==> src/rtl/asxu_pkg.sv <==
`timescale 1ns / 1ps
package asxu_pkg;

  typedef enum logic [3:0] {
    CMD_ADD = 4'd0, CMD_SUB = 4'd1, CMD_MOV = 4'd2, CMD_AND = 4'd3,
    CMD_ORR = 4'd4, CMD_EOR = 4'd5, CMD_LSL = 4'd6, CMD_LSR = 4'd7,
    CMD_MVN = 4'd8, CMD_LDR = 4'd9, CMD_STR = 4'd10, CMD_CMP = 4'd11,
    CMD_BEQ = 4'd12, CMD_NOP = 4'd13, CMD_INVALID = 4'd14, CMD_LABEL = 4'd15
  } cmd_t;

  localparam logic [2:0] COND_AL = 3'd0;
  localparam logic [2:0] COND_EQ = 3'd1;
  localparam logic [2:0] COND_NE = 3'd2;
  localparam logic [2:0] COND_GT = 3'd3;
  localparam logic [2:0] COND_GE = 3'd4;
  localparam logic [2:0] COND_LT = 3'd5;
  localparam logic [2:0] COND_LE = 3'd6;
  localparam logic [2:0] COND_NV = 3'd7;

  // register index, taken from paddr[2]
  localparam logic REG_DATA_BASE = 1'b0;

  // tdata: cmd, cond_code, set_flags, dest_reg, first_reg, second_is_imm,
  // second_reg, imm_value, branch_target
  typedef struct packed {
    logic [8:0]  branch_target;
    logic [31:0] imm_value;
    logic [3:0]  second_reg;
    logic        second_is_imm;
    logic [3:0]  first_reg;
    logic [3:0]  dest_reg;
    logic        set_flags;
    logic [2:0]  cond_code;
    logic [3:0]  cmd;
  } in_word_t;

  typedef struct packed {
    logic [2:0]  mem_slot;
    logic        mem_written;
    logic [31:0] reg_value;
    logic [3:0]  reg_index;
    logic        reg_written;
    logic [3:0]  flags_nzcv;
    logic [8:0]  next_index;
    logic        branch_taken;
    logic        executed;
  } out_word_t;

endpackage

==> src/rtl/arm_subset_execute_unit.sv <==
`timescale 1ns / 1ps
// channel | direction | handshake              | payload
// in_     | slave     | in_tvalid / in_tready  | decoded instruction word
// out_    | master    | out_tvalid / out_tready| execution report word
// cfg_    | apb       | psel, penable, pready  | data base address at address 0
// one instruction per cycle unless stalled; result appears the cycle after accept
// registers and flags are flip-flops read combinationally, data words sit in a
// memory written in the accept cycle and read with valid bits (reset clears them)
// in_tready is low only while the output register holds a word not yet taken
// reset is synchronous, active low; it clears all state but the data words and out_r
module arm_subset_execute_unit #(
  parameter int NUM_REGS      = 12,
  parameter int MEM_WORDS     = 5,
  parameter int PROGRAM_DEPTH = 256
) (
  input  logic        clk,
  input  logic        rst_n,
  input  logic        in_tvalid,
  output logic        in_tready,
  // cmd, cond_code, set_flags, dest_reg, first_reg, second_is_imm, second_reg,
  // imm_value, branch_target
  input  logic [63:0] in_tdata,
  output logic        out_tvalid,
  input  logic        out_tready,
  // executed, branch_taken, next_index, flags_nzcv, reg_written, reg_index,
  // reg_value, mem_written, mem_slot
  output logic [55:0] out_tdata,
  input  logic        cfg_psel,
  input  logic        cfg_penable,
  input  logic        cfg_pwrite,
  input  logic [2:0]  cfg_paddr,
  input  logic [31:0] cfg_pwdata,
  output logic [31:0] cfg_prdata,
  output logic        cfg_pready
);
  import asxu_pkg::*;

  localparam int SW = (MEM_WORDS > 1) ? $clog2(MEM_WORDS) : 1;
  localparam int PW = $clog2(PROGRAM_DEPTH + 1);

  logic [31:0]         regs_r [NUM_REGS];
  logic [31:0]         dmem_r [MEM_WORDS];
  logic [MEM_WORDS-1:0] dvalid_r;
  logic [3:0]          flags_r;
  logic [PW-1:0]       pc_r;
  logic [31:0]         data_base_r;
  logic                out_valid_r;
  out_word_t           out_r;

  in_word_t  iw;
  out_word_t ow;
  logic      accept, cond, exec;
  logic [31:0] op_a, op_b, alu_res, rd_val, off;
  logic        alu_wr, addr_ok, rd_ok;
  logic [3:0]  alu_flags, flags_nxt;
  logic [SW-1:0] slot;
  logic [PW-1:0] pc_nxt;
  logic [31:0] ld_val;
  logic        do_st, do_rw;
  logic [31:0] res;
  logic        nv;

  assign iw        = in_word_t'(in_tdata[61:0]);
  assign in_tready = !out_valid_r || out_tready;
  assign accept    = in_tvalid && in_tready;
  assign cfg_pready = 1'b1;
  assign cfg_prdata = (cfg_paddr[2] == REG_DATA_BASE) ? data_base_r : 32'd0;
  assign out_tvalid = out_valid_r;
  assign out_tdata  = out_r;

  asxu_alu u_alu (
    .cmd(iw.cmd), .set_flags(iw.set_flags), .op_a(op_a), .op_b(op_b),
    .flags_in(flags_r), .result(alu_res), .writes(alu_wr), .flags_out(alu_flags)
  );

  always_comb begin
    op_a   = (32'(iw.first_reg) < NUM_REGS) ? regs_r[iw.first_reg] : 32'd0;
    op_b   = iw.second_is_imm ? iw.imm_value :
             ((32'(iw.second_reg) < NUM_REGS) ? regs_r[iw.second_reg] : 32'd0);
    rd_ok  = 32'(iw.dest_reg) < NUM_REGS;
    rd_val = rd_ok ? regs_r[iw.dest_reg] : 32'd0;
    nv     = flags_r[3] == flags_r[0];
    unique case (iw.cond_code)
      COND_AL: cond = 1'b1;
      COND_EQ: cond = flags_r[2];
      COND_NE: cond = !flags_r[2];
      COND_GT: cond = !flags_r[2] && nv;
      COND_GE: cond = nv;
      COND_LT: cond = !nv;
      COND_LE: cond = flags_r[2] || !nv;
      default: cond = 1'b0;
    endcase
    exec    = cond && (iw.cmd != CMD_LABEL);
    off     = op_a - data_base_r;
    addr_ok = (op_a >= data_base_r) && (off[1:0] == 2'b00) &&
              ({2'b00, off[31:2]} < 32'(MEM_WORDS));
    slot    = off[SW+1:2];
    ld_val  = dvalid_r[slot] ? dmem_r[slot] : 32'd0;
    pc_nxt  = (32'(pc_r) >= PROGRAM_DEPTH) ? PW'(PROGRAM_DEPTH) : pc_r + PW'(1);
    flags_nxt = flags_r;
    res     = 32'd0;
    do_rw   = 1'b0;
    do_st   = 1'b0;
    ow      = '0;
    if (exec) begin
      case (iw.cmd)
        CMD_LDR: begin
          res   = ld_val;
          do_rw = addr_ok && rd_ok;
        end
        CMD_STR: do_st = addr_ok && rd_ok;
        CMD_BEQ: begin
          if (flags_r[2] && !iw.branch_target[8]) begin
            ow.branch_taken = 1'b1;
            pc_nxt = (32'(iw.branch_target) > PROGRAM_DEPTH) ? PW'(PROGRAM_DEPTH)
                                                            : PW'(iw.branch_target);
          end
        end
        default: begin
          res       = alu_res;
          do_rw     = alu_wr && rd_ok;
          flags_nxt = alu_flags;
        end
      endcase
    end
    ow.executed    = exec;
    ow.next_index  = 9'(pc_nxt);
    ow.flags_nzcv  = flags_nxt;
    ow.reg_written = do_rw;
    ow.reg_index   = do_rw ? iw.dest_reg : 4'd0;
    ow.reg_value   = do_rw ? res : 32'd0;
    ow.mem_written = do_st;
    ow.mem_slot    = do_st ? 3'(slot) : 3'd0;
  end

  always_ff @(posedge clk) begin
    if (accept && do_st) dmem_r[slot] <= rd_val;
    if (accept) out_r <= ow;
    if (!rst_n) begin
      for (int i = 0; i < NUM_REGS; i++) regs_r[i] <= 32'd0;
      dvalid_r    <= '0;
      flags_r     <= 4'd0;
      pc_r        <= '0;
      data_base_r <= 32'd0;
      out_valid_r <= 1'b0;
    end else begin
      if (cfg_psel && cfg_penable && cfg_pwrite && cfg_paddr[2] == REG_DATA_BASE)
        data_base_r <= cfg_pwdata;
      if (accept) begin
        if (do_rw) regs_r[iw.dest_reg] <= res;
        flags_r <= flags_nxt;
        pc_r    <= pc_nxt;
        if (do_st) dvalid_r[slot] <= 1'b1;
        out_valid_r <= 1'b1;
      end else if (out_tready) begin
        out_valid_r <= 1'b0;
      end
    end
  end

  a_hold: assert property (@(posedge clk) disable iff (!rst_n)
    out_valid_r && !out_tready |=> out_valid_r && $stable(out_r))
    else $error("output word changed under stall");
  a_stall: assert property (@(posedge clk) disable iff (!rst_n)
    out_valid_r && !out_tready |-> !accept)
    else $error("accepted while output blocked");
  a_flags: assert property (@(posedge clk) disable iff (!rst_n)
    accept |=> out_r.flags_nzcv == flags_r)
    else $error("reported flags differ from state");
  a_pc: assert property (@(posedge clk) disable iff (!rst_n)
    accept |=> 32'(out_r.next_index) == 32'(pc_r))
    else $error("reported index differs from state");

endmodule

==> src/rtl/asxu_alu.sv <==
`timescale 1ns / 1ps
module asxu_alu (
  input  logic [3:0]  cmd,
  input  logic        set_flags,
  input  logic [31:0] op_a,
  input  logic [31:0] op_b,
  input  logic [3:0]  flags_in,
  output logic [31:0] result,
  output logic        writes,
  output logic [3:0]  flags_out
);
  import asxu_pkg::*;

  logic [32:0] sum;
  logic [32:0] diff;
  logic [4:0]  sh;
  logic [63:0] lsl_w;
  logic [63:0] lsr_w;
  logic        n, z, c, v;
  logic        upd_nz, upd_cv;

  always_comb begin
    sum    = {1'b0, op_a} + {1'b0, op_b};
    diff   = {1'b0, op_a} - {1'b0, op_b};
    sh     = op_b[4:0];
    lsl_w  = {32'd0, op_a} << sh;
    lsr_w  = {op_a, 32'd0} >> sh;
    result = 32'd0;
    writes = 1'b1;
    c      = flags_in[1];
    v      = flags_in[0];
    upd_nz = set_flags;
    upd_cv = 1'b0;
    case (cmd)
      CMD_ADD: begin
        result = sum[31:0];
        c = sum[32];
        v = (op_a[31] == op_b[31]) && (op_a[31] != sum[31]);
        upd_cv = set_flags;
      end
      CMD_SUB, CMD_CMP: begin
        result = diff[31:0];
        c = ~diff[32];
        v = (op_a[31] != op_b[31]) && (op_a[31] != diff[31]);
        upd_cv = set_flags || (cmd == CMD_CMP);
        if (cmd == CMD_CMP) begin
          writes = 1'b0;
          upd_nz = 1'b1;
        end
      end
      CMD_MOV: result = op_b;
      CMD_AND: result = op_a & op_b;
      CMD_ORR: result = op_a | op_b;
      CMD_EOR: result = op_a ^ op_b;
      CMD_MVN: result = ~op_b;
      CMD_LSL: begin
        result = lsl_w[31:0];
        c = lsl_w[32];
        upd_cv = set_flags && (sh != 5'd0);
      end
      CMD_LSR: begin
        result = lsr_w[63:32];
        c = lsr_w[31];
        upd_cv = set_flags && (sh != 5'd0);
      end
      default: begin
        writes = 1'b0;
        upd_nz = 1'b0;
      end
    endcase
    n = upd_nz ? result[31] : flags_in[3];
    z = upd_nz ? (result == 32'd0) : flags_in[2];
    flags_out = {n, z, upd_cv ? c : flags_in[1], upd_cv ? v : flags_in[0]};
  end

endmodule

==> config.mk <==
export PLATFORM = sky130hd
export DESIGN_NAME = arm_subset_execute_unit
export DESIGN_NICKNAME = d
export VERILOG_FILES = /design/src/rtl/asxu_pkg.sv /design/src/rtl/arm_subset_execute_unit.sv /design/src/rtl/asxu_alu.sv
export SDC_FILE = /design/constraint.sdc
export NUM_CORES = 2
export LEC_CHECK = 0
export ABC_AREA = 1
export BUFFER_PORTS_ARGS = -buffer_cell sky130_fd_sc_hd__buf_2
export CORE_MARGIN = 4
export CORE_UTILIZATION = 30
export CTS_CLUSTER_DIAMETER = 80
export DETAILED_ROUTE_END_ITERATION = 10
export GPL_ROUTABILITY_DRIVEN = 0
export PLACE_DENSITY = 0.49
export REMOVE_ABC_BUFFERS = 1
export SLEW_MARGIN = 40
export SYNTH_ARGS = -nofsm -noshare
export SYNTH_HDL_FRONTEND = slang
export SYNTH_SLANG_ARGS = --single-unit
export TNS_END_PERCENT = 30
==> constraint.sdc <==
create_clock -name clk -period 15.7 [get_ports clk]
set_input_delay 0.785 -clock clk [delete_from_list [all_inputs] [get_ports clk]]
set_output_delay 0.785 -clock clk [all_outputs]
set_load 0.03 [all_outputs]
==> impl_metrics.tcl <==
set metrics [dict create \
    power.density_nw_per_um2 106 \
    worstSetupStartpointType "input pin" \
    cts_resized 0 \
    post_drt_wl_per_cell_um 26.2 \
    fill_cells 16263 \
    reg2reg_depth 28 \
    ys_types 65 \
    reg2reg_slack_ps 7740 \
    critPathMostFrequentCell "nand3_1" \
    syn_avg_cell_area_um2 7.38 \
    drt-pass1-iter-count 7 \
    synth-main-ff-cell "edfxtp_1" \
    p_total_w 0.00543 \
    worst_slack_ps 6070 \
    hold_class "input pin to register" \
    fmax_mhz 104 \
    ys_seq_elements 651 \
    ys_seq_area_share_pct 41.6 \
    max_slew_margin_pct 37.6 \
    finalCritPeriodShare_pct 61.4 \
    port_buffers 191 \
    intPower_w 0.00340 \
    cts_setup_buffers 0 \
    power_switching_w 0.00203 \
    hold_buffers 0 \
    finalWirelength_um 217000 \
    die-area_um2 159000 \
    die_height_um 398 \
    dp_slack_ps 5620 \
    cts_buffer_depth 3 \
    worst_slew_pin_slew_ps 930 \
    crit_slowest_cell "nand2_2" \
    hpwl_um 145000 \
    netlist_area_um2 45700 \
    synthArstFlopShare_pct 0 \
    grtUsageTotal_pct 26.3 \
    drive_gt1_share_pct 8.82 \
    dieWidth_um 398 \
    grt_pass1_vias 43090 \
    fp-row-count 143 \
    area_growth_pct 12.1 \
    path_class "input pin to register" \
    hold_viol 0 \
    r2r-start "regs_r[10][14]$_SDFFCE_PN0P_" \
    antenna_found_initial 9 \
    outcome "finished clean" \
    reg2reg_to "regs_r[2][25]$_SDFFCE_PN0P_" \
    startpoint "in_tdata[12]" \
    ys_warn_count 0 \
    vias 46459 \
    routed_via_density 5.61 \
    cts_root_buf "clkbuf_16" \
    critPathRequiredTime_ps 16050 \
    maxCapViolCount 0 \
    clk_pin_slew_worst_paths_ps 60 \
    power_frac_comb_pct 29.2 \
    h-tree-depth 3 \
    start_util_pct 30.1 \
    core_um2 152000 \
    drc 0 \
    num_io_pins 197 \
    drt_iter0_drc 6433 \
    clock-skew-final_ps 68.7 \
    tns_ps 0 \
    grt_pass1_wl_um 305000 \
    synthCells 6196 \
    drv_slew 0 \
    seqPwrFrac_pct 36.3 \
    grt_max_degree 80 \
    cpPeakStageDelay_ps 900 \
    p_leak_nw 20.7 \
    endpoint "regs_r[2][25]$_SDFFCE_PN0P_" \
    numCtsBuffers 82 \
    setup_viol 0 \
    clkPwrFrac_pct 34.5 \
    vdd_ir_drop_max_uv 76.4 \
    p_sw_share_pct 37.4 \
    dpl.cell_count 8127 \
    grt_overflow 0 \
    min_period_ps 9630 \
    synth_edf_count 600 \
    cts_tree "yes" \
    critPathMaxFanout 71 \
    cts_sinks 651 \
    final_cells 8277 \
    ant_nets 0 \
    nNetsFinal 6422 \
    end_kind "register" \
    clk-insertion-delay-late_ps 720 \
    rsz0062_at_grt "no" \
    worstPathArrival_ps 9980 \
]
[critical path: cells and delay by family]
kind | cells | cell delay, ps
adders and majority gates | 1 | 530
and+or+nand+nor | 17 | 4120
xor gates and xnor gates | 1 | 160
AOI/OAI and AO/OA | 4 | 1060
buffers and inverters | 7 | 3140
[layer usage]
layer	up-vias	share of wire (%)	track usage [%]
li1	21143	-	-
met1	21951	40	34.0
met2	2748	43	40.1
met3	603	10	5.74
met4	14	7.2	16.4
met5	-	0.041	0
[sequential cells by signal (all words and copies together), names as in the netlist]
signal / flops
pc_r: 9
out_tdata: 56
data_base_r: 32
dmem_r: 160
dvalid_r: 5
regs_r: 384
flags_r: 4
out_tvalid: 1
[layout by cell type (no fill, tap or decap), types with 15 or more instances in the layout]
cell type,instances
nand2_1,1066
nor2_1,853
nand3_1,758
inv_1,646
edfxtp_1,600
o21ai_0,513
a21oi_1,446
buf_2,187
o22ai_1,186
ha_1,131
buf_4,119
clkbuf_16,83
nor3_1,64
a22oi_1,52
dfxtp_1,51
nand4_1,49
o211ai_1,31
a221oi_1,29
clkinv_1,28
xor2_1,19
o221ai_1,19
a21o_1,17
clkinv_2,17
inv_2,16
o21ai_1,16
nand2_2,16
o2111ai_1,15
[how the worst min path moves through the flow]
stage	start	end	slack, ps	cells after the start
after floorplan	data_base_r[0]$_SDFFE_PN0P_	data_base_r[0]$_SDFFE_PN0P_	450	2
final	cfg_pwdata[12]	data_base_r[12]$_SDFFE_PN0P_	400	3
after CTS	cfg_pwdata[19]	data_base_r[19]$_SDFFE_PN0P_	340	3
after global routing	cfg_pwdata[8]	data_base_r[8]$_SDFFE_PN0P_	380	3
after global placement	data_base_r[20]$_SDFFE_PN0P_	data_base_r[20]$_SDFFE_PN0P_	480	2
after detailed placement	dvalid_r[4]$_SDFFE_PN0P_	dvalid_r[4]$_SDFFE_PN0P_	490	2
[final cells by class]
type	count	area, um^2	share of cell area (%)
inverter	679	2560	5.00
antenna	2	5.00	0.00976
clock buffer	95	2120	4.14
tap	2030	2540	4.96
sequential	651	19000	37.1
clock inverter	52	514	1.00
timing repair buffer	317	2020	3.93
multi-input combinational	4451	22500	43.8
[synth_stat cells, drive strengths merged, types with 2 or more instances]
| master | n | area share (%) |
|---|---|---|
| o31ai | 7 | 0.11 |
| xor2 | 20 | 0.40 |
| ha | 131 | 3.6 |
| o21ai | 540 | 6.0 |
| nand3 | 771 | 8.7 |
| o211ai | 31 | 0.51 |
| a31oi | 14 | 0.19 |
| o2111ai | 15 | 0.29 |
| a221o | 3 | 0.066 |
| o21a | 14 | 0.23 |
| a211oi | 4 | 0.066 |
| nor3 | 65 | 0.72 |
| dfxtp | 51 | 2.2 |
| o211a | 2 | 0.044 |
| nand2 | 1083 | 8.9 |
| nand4 | 49 | 0.67 |
| xnor2 | 4 | 0.077 |
| a21o | 17 | 0.28 |
| edfxtp | 600 | 39 |
| clkbuf | 184 | 1.5 |
| a21boi | 5 | 0.082 |
| or2 | 13 | 0.18 |
| nor4 | 6 | 0.082 |
| clkinv | 14 | 0.11 |
| nand3b | 2 | 0.033 |
| and2 | 6 | 0.082 |
| and3 | 4 | 0.055 |
| a21oi | 455 | 5.1 |
| o22ai | 186 | 2.5 |
| nor2 | 874 | 7.2 |
| o21bai | 15 | 0.25 |
| inv | 665 | 5.5 |
| buf | 231 | 2.7 |
| a221oi | 29 | 0.56 |
| fa | 3 | 0.13 |
| o221ai | 23 | 0.44 |
| a22oi | 54 | 0.90 |
[logic make-up (layout without fill, tap and decap cells)]
family                   after synthesis  after routing  synth area share (%)
AND/OR/NAND/NOR                     2874           2874                  26.7
AO/OA/AOI/OAI                       1418           1418                  17.7
buffers and inverters               1094           1143                  9.81
flip-flops                           651            651                  41.6
adder cells (fa/ha/maj)              134            134                  3.71
XOR/XNOR                              24             24                 0.476
other                                  1              3               0.00820
[power groups by stage]
stage | registers, W | clock network, W | logic (W)
4_1_cts | 0.00197 | 0.00191 | 0.00154
5_1_grt | 0.00198 | 0.00198 | 0.00170
3_3_place_gp | 0.00201 | 0 | 0.00153
6_report | 0.00197 | 0.00187 | 0.00158
2_1_floorplan | 0.00203 | 0 | 0.000881
3_5_place_dp | 0.00201 | 0 | 0.00154
[per-stage QoR]
step	util, %	instance area, um^2	hold slack [ps]
final	33.8	51300	401
after global routing	33.8	51300	376
after CTS	33.7	51200	343
after detailed placement	32.0	48600	489
after global placement	31.9	48400	483
after floorplan	-	43800	448
(Power assumes the default switching activity.)
